<file path="src/hdl/mraa_pkg.sv">
`timescale 1ns / 1ps
`default_nettype none
// ----------------------------------------------------------------------------
// mraa_pkg: shared types and constants of the mark/release arena allocator
// Field widths, operation and status codes, and the controller/datapath
// command and status bundles.
// ----------------------------------------------------------------------------
package mraa_pkg;

	localparam int FIELD_W = 25;
	localparam int OP_W    = 2;
	localparam int ST_W    = 2;

	// arena is capped at 2^ARENA_BITS bytes
	localparam int ARENA_BITS = 24;
	localparam int CAP_SHIFT  = (ARENA_BITS < FIELD_W) ? ARENA_BITS : FIELD_W;
	localparam logic [FIELD_W:0] SIZE_CAP = {{FIELD_W{1'b0}}, 1'b1} << CAP_SHIFT;

	localparam logic [OP_W-1:0] OP_ALLOC   = 2'd0;
	localparam logic [OP_W-1:0] OP_MARK    = 2'd1;
	localparam logic [OP_W-1:0] OP_RELEASE = 2'd2;
	localparam logic [OP_W-1:0] OP_NONE    = 2'd3;

	localparam logic [ST_W-1:0] ST_OK        = 2'd0;
	localparam logic [ST_W-1:0] ST_OVERFLOW  = 2'd1;
	localparam logic [ST_W-1:0] ST_FULL      = 2'd2;
	localparam logic [ST_W-1:0] ST_NOT_FOUND = 2'd3;

	typedef struct packed {
		logic load;        // capture request fields
		logic commit;      // update state and load the result register
		logic scan_start;  // reset the mark search
		logic scan_step;   // issue one mark read / compare
	} dp_cmd_t;

	typedef struct packed {
		logic [OP_W-1:0] op;
		logic            mark_empty;
		logic            scan_hit;
		logic            scan_miss;
	} dp_sts_t;

endpackage
`default_nettype wire

</file>
<file path="src/hdl/mraa_ctrl.sv">
`timescale 1ns / 1ps
`default_nettype none
// ----------------------------------------------------------------------------
// mraa_ctrl: sequencer of the mark/release arena allocator
// Takes one request at a time, runs the mark search for releases and owns
// the output valid flag.
// ----------------------------------------------------------------------------
module mraa_ctrl
	import mraa_pkg::*;
(
	input  wire logic    clk,
	input  wire logic    arst_n,
	input  wire logic    in_valid,
	output logic         in_ready,
	output logic         out_valid,
	input  wire logic    out_ready,
	input  wire dp_sts_t sts,
	output dp_cmd_t      cmd
);

	typedef enum logic [1:0] {
		S_IDLE,
		S_EXEC,
		S_SCAN,
		S_COMMIT
	} state_t;

	state_t state_q;
	logic   ready_q;
	logic   valid_q;
	logic   out_free;
	logic   accept;

	assign in_ready  = ready_q;
	assign out_valid = valid_q;
	assign out_free  = !valid_q || out_ready;
	assign accept    = in_valid && ready_q;

	always_comb begin
		cmd = '0;
		cmd.load = accept;
		unique case (state_q)
			S_IDLE: begin
			end
			S_EXEC: begin
				if (sts.op == OP_RELEASE) cmd.scan_start = 1'b1;
				else                      cmd.commit     = out_free;
			end
			S_SCAN: begin
				cmd.scan_step = 1'b1;
			end
			S_COMMIT: begin
				cmd.commit = out_free;
			end
		endcase
	end

	always_ff @(posedge clk or negedge arst_n) begin
		if (!arst_n) begin
			state_q <= S_IDLE;
			ready_q <= 1'b0;
			valid_q <= 1'b0;
		end else begin
			if (cmd.commit)     valid_q <= 1'b1;
			else if (out_ready) valid_q <= 1'b0;
			unique case (state_q)
				S_IDLE: begin
					ready_q <= !accept;
					if (accept) state_q <= S_EXEC;
				end
				S_EXEC: begin
					if (sts.op == OP_RELEASE) begin
						state_q <= sts.mark_empty ? S_COMMIT : S_SCAN;
					end else if (out_free) begin
						state_q <= S_IDLE;
						ready_q <= 1'b1;
					end
				end
				S_SCAN: begin
					if (sts.scan_hit || sts.scan_miss) state_q <= S_COMMIT;
				end
				S_COMMIT: begin
					if (out_free) begin
						state_q <= S_IDLE;
						ready_q <= 1'b1;
					end
				end
			endcase
		end
	end

endmodule
`default_nettype wire

</file>
<file path="config.mk">
export PLATFORM = sky130hd
export DESIGN_NAME = mraa_ctrl
export DESIGN_NICKNAME = d
export VERILOG_FILES = /design/src/hdl/mraa_pkg.sv /design/src/hdl/mraa_ctrl.sv
export SDC_FILE = /design/constraint.sdc
export NUM_CORES = 1
export LEC_CHECK = 0
export ABC_AREA = 1
export ABC_CLOCK_PERIOD_IN_PS = 2700
export BUFFER_PORTS_ARGS = -buffer_cell sky130_fd_sc_hd__clkbuf_2
export CORE_AREA = 2 2 39 41
export CTS_BUF_LIST = sky130_fd_sc_hd__clkbuf_4 sky130_fd_sc_hd__clkbuf_8
export CTS_CLUSTER_DIAMETER = 60
export DETAILED_ROUTE_END_ITERATION = 7
export DIE_AREA = 0 0 41 43
export GPL_TIMING_DRIVEN = 0
export PLACE_DENSITY_LB_ADDON = 0.12
export SLEW_MARGIN = 10
export SYNTH_ARGS = -nofsm -noshare
export SYNTH_HDL_FRONTEND = slang
export SYNTH_SLANG_ARGS = --single-unit
</file>
<file path="constraint.sdc">
create_clock -name clk -period 2.7 [get_ports clk]
set_input_delay 0.135 -clock clk [delete_from_list [all_inputs] [get_ports clk]]
set_output_delay 0.135 -clock clk [all_outputs]
set_load 0.01 [all_outputs]
</file>
# Word-level counts from Yosys, hierarchy flattened
# Index checks and enable logic that the tools add are counted.
# word_totals
ff_bits	4
elab_cells	36
out_inout_bits	6
inputBits	9
# op_classes
eq_ne	7
reduce_logical	10
mux	16
# op_table
op	n
$mux 1	9
$mux 2	4
$pmux 2 s4	1
$eq 2x2->1 const B	3
$ne 2x2->1 const B	3
$reduce_and 2->1	2
$pmux 1 s3	1
$reduce_bool 3->1	1
$eq 2x1->1 const B	1
$logic_not 1->1	2
$logic_not 2->1	1
$logic_or 1x1->1	2
$pmux 1 s2	1
$reduce_bool 2->1	1
$logic_and 1x1->1	1

# Logic depth before layout (Yosys ltp)
# logic_depth
depth_word	5
mapped_depth	5
ltp_nobuf	5

# Worst setup path after synthesis
# No wires, ideal clock.
# synth_path
kind	reg2reg
startpoint	register state_q[1]
endpoint	register state_q[0]
stages_incl_launch_ff	6
period_less_slack_ps	917
slack_ps	1783
setup_ps	115
arrival_ps	801
n_path_buf	0
cell_sequence	dfrtp_1 > inv_1 > nor2_2 > nand2_1 > nand3_1 > nor2_1
# synth_via
elab_chain_cells	3
word_cells_on_any_way	8
cone_classes	eq/ne (5); mux (1); reduce/logical (2)
# synth_lines
element	line	source
from (decl)	mraa_ctrl.sv:28	state_t state_q;
from (signal assigned)	mraa_ctrl.sv:73	state_q <= sts.mark_empty ? S_COMMIT : S_SCAN;
$eq 2x2->1 or $logic_not 2->1 (tied branches)	mraa_ctrl.sv:66	unique case (state_q)
$ne 2x2->1 (no source line)	-	
$reduce_and 2->1 (no source line)	-	
# Parallel ways exist; a longest one is shown, timed or not.
# A chain may end at the register's enable or synchronous reset.

==> flow_metrics.tcl <==
set metrics [dict create \
    switching_share_pct 42.90 \
    die_width_um 41 \
    via_per_inst 4.039 \
    route.final.wire_length_um 623 \
    synth_xor_area_share_pct 0 \
    yosys-top-cells-area "sky130_fd_sc_hd__dfrtp_1 (38%), sky130_fd_sc_hd__nand2_1 (16%), sky130_fd_sc_hd__nor2_1 (11%)" \
    power_leakage_uw 0.0002387 \
    final.min_clock_period_ns 1.280 \
    hold_start "sts[3]" \
    drt-pass1-iter-count 2 \
    maxCapViolCount 0 \
    internal_power_uw 217.5 \
    comb_power_share_pct 46.5 \
    grt_first_pass_wirelength_mm 1.110 \
    tns_ns 0 \
    total_switching_power_uw 163.4 \
    drt_first_iter_violations 2 \
    netlist.top_cell.by_area "sky130_fd_sc_hd__dfrtp_1" \
    number_of_buffers_inserted_during_clock_tree_synthesis 3 \
    number_of_antenna_violations_at_the_first_check_in_global_routing 0 \
    clock_tree.htree_level_count 1 \
    finalSetupViolations 0 \
    hold_path_end "state_q[1]$_DFFE_PN0P_" \
    cts-root-to-sink-buffers 2 \
    number_of_nets_in_the_synthesized_netlist 51 \
    antenna_left 0 \
    timing.final.hold_violations 0 \
    cell_count_after_synthesis 42 \
    worst-r2r-setup-slack_ns 1.71 \
    synth_top_area_share_pct 38.10 \
    post_synth_fa_ha_maj_area_fraction_pct 0 \
    pin_count_of_the_biggest_net_entering_global_routing 8 \
    clock_insertion_delay_worst_skew_ns 0.23 \
    post-place-cells 72 \
    clkSlewWorstSetupHoldPaths_ns 0.04 \
    area_delta_synth_final_pct 46.67 \
    core_area_um2 1384 \
    routabilityCongestion 0.6816 \
    synth_warnings 0 \
    capturing_point_of_the_worst_reg2reg_path "in_ready$_DFFE_PN0P_" \
    layout.nets 71 \
    reg2reg_depth 5 \
    synth_sequential_area_ratio_pct 38.10 \
    rsz0062_at_grt "false" \
    final_core_util_pct 27.85 \
    synthMostInstantiatedCell "sky130_fd_sc_hd__nand2_1" \
    clock-sinks 4 \
    hp-class "in2reg" \
    worst_slew_pin_slew_ns 0.2512 \
    die-height_um 43 \
    headroom_to_the_max_slew_limit_pct 83.25 \
    post_synth_and_or_nand_nor_area_fraction_pct 43.81 \
    grt.total_usage_pct 9.950 \
    synth_top_family_by_area "simple AND/OR/NAND/NOR gates" \
    power.density_cell_area_nw_per_um2 988.3 \
    power.ir.vdd_worst_v 0.0004336 \
    min_delay_path_depth 4 \
    overflow 0 \
    hold_buffers 1 \
    drt_drc_violations_left 0 \
    cp-end-kind "output pin" \
    worstPathRequired_ns 2.57 \
    rows 14 \
    cts_root_buffer "sky130_fd_sc_hd__clkbuf_4" \
    worstSetupPathType "reg2out" \
    period_share_pct 47.41 \
    distinct_cell_type_count_after_synthesis 11 \
    status "finished, final reports clean" \
    finClkSkew_ns 0.002913 \
    tritoncts "done" \
    io_buffers 14 \
    floorplan.die_area_um2 1763 \
    post-layout-total-power_uw 380.9 \
    floorplan.initialDensity_pct 18.99 \
    top_ff_cell_synth "sky130_fd_sc_hd__dfrtp_1" \
    r2r_start "state_q[0]$_DFFE_PN0P_" \
    count_of_flip_flops_with_a_built_in_enable_after_synthesis 0 \
    post_synth.cell_area_avg_um2 6.256 \
    synth_mux_area_share_pct 0 \
    whs_ns 0.2417 \
    post_route_cells_drive_above_1_share_pct 36.67 \
    place_hpwl_um 507.9 \
    number_of_global_route_vias_before_repair 274 \
    layoutNonFillerInstCount 76 \
    routed-via-count 307 \
    post-cts-setup-buffers 0 \
    cp_data_arrival_time_ns 1.15 \
    synth.cell_area_um2 262.8 \
    synth-seq-cells 4 \
    synthArstFlopShare_pct 100.0 \
    setup.worst_path.start_class "flip-flop" \
    wire_per_inst_um 8.197 \
    power.sequential.fraction_pct 34.6 \
    timing_max_transition_violations_final 0 \
    synth_commonest_cells "sky130_fd_sc_hd__nand2_1 (11), sky130_fd_sc_hd__nor2_1 (8), sky130_fd_sc_hd__inv_1 (7)" \
    ctsResizeCount 0 \
    power.clock.fraction_pct 18.9 \
    design.portCount 15 \
    area_fraction_in_compound_gates_after_synthesis_pct 3.810 \
    n_antenna_cell 0 \
    worstPathMaxFanout 7 \
    max_clock_freq_mhz 781.2 \
]
-- cells in the final DEF, fill, tap and decap left out --
master	n
sky130_fd_sc_hd__clkbuf_2	14
sky130_fd_sc_hd__inv_2	1
sky130_fd_sc_hd__o21ai_0	2
sky130_fd_sc_hd__nand2_2	1
sky130_fd_sc_hd__nand3_1	4
sky130_fd_sc_hd__buf_4	1
sky130_fd_sc_hd__nand2_1	11
sky130_fd_sc_hd__inv_1	7
sky130_fd_sc_hd__nor2_2	2
sky130_fd_sc_hd__dfrtp_1	4
sky130_fd_sc_hd__nor3_1	1
sky130_fd_sc_hd__dlygate4sd3_1	1
sky130_fd_sc_hd__clkbuf_4	3
sky130_fd_sc_hd__nor2_1	8
-- through the flow --
step / setup WS, ns / cell area (µm²)
after global routing: 1.299 / 385.4
after floorplan: 1.783 / 262.8
final: 1.420 / 385.4
after global placement: 1.659 / 352.8
after detailed placement: 1.663 / 352.8
after CTS: 1.404 / 385.4
-- layer usage --
metal  GRT usage [%]  share of wire [%]
met5               0                  0
met4           6.000                  0
met1           10.97                 42
met3           6.283                6.1
met2           13.75                 52
-- flip-flops by register name, indices dropped and copies added (netlist names) --
| signal | flops |
|---|---|
| in_ready | 1 |
| out_valid | 1 |
| state_q | 2 |
-- kinds of logic after synthesis --
logic type	after synthesis
AO/OA/AOI/OAI	2
buffers and inverters	9
flip-flops	4
AND/OR/NAND/NOR	27
-- worst max-delay path, cell delays in order (launching register included) --
cell and delay (ns):
sky130_fd_sc_hd__dfrtp_1 0.47, sky130_fd_sc_hd__inv_2 0.06, sky130_fd_sc_hd__nor2_2 0.11, sky130_fd_sc_hd__nand2_2 0.09
sky130_fd_sc_hd__inv_1 0.06, sky130_fd_sc_hd__clkbuf_2 0.12
-- worst max-delay path by stage --
stage / slack [ns] / cells past startpoint / startpoint / end
6_report: 1.42 / 5 / state_q[0]$_DFFE_PN0P_ / cmd[1]
3_3_place_gp: 1.66 / 3 / state_q[1]$_DFFE_PN0P_ / cmd[2]
3_5_place_dp: 1.66 / 5 / state_q[0]$_DFFE_PN0P_ / cmd[1]
4_1_cts: 1.40 / 5 / state_q[0]$_DFFE_PN0P_ / cmd[1]
2_1_floorplan: 1.78 / 5 / state_q[1]$_DFFE_PN0P_ / state_q[0]$_DFFE_PN0P_
5_1_grt: 1.30 / 5 / state_q[0]$_DFFE_PN0P_ / cmd[1]
-- power by group through the flow --
stage	clock network, µW	registers, µW	logic, µW
finish	72.0	132	177
global route	82.1	138	210
CTS	75.9	133	183
detailed placement	0	133	181
global placement	0	133	183
floorplan	0	130	117
-- cell type report --
cell class | count | area [µm²]
buffer | 1 | 7.507
clock buffer | 3 | 22.52
fill | 174 | 998.5
inverter | 8 | 30.03
multi-input combinational | 29 | 125.1
sequential | 4 | 100.1
tap | 16 | 20.02
timing repair buffer | 15 | 80.08
Note: power is estimated with default switching activity, not from simulation.
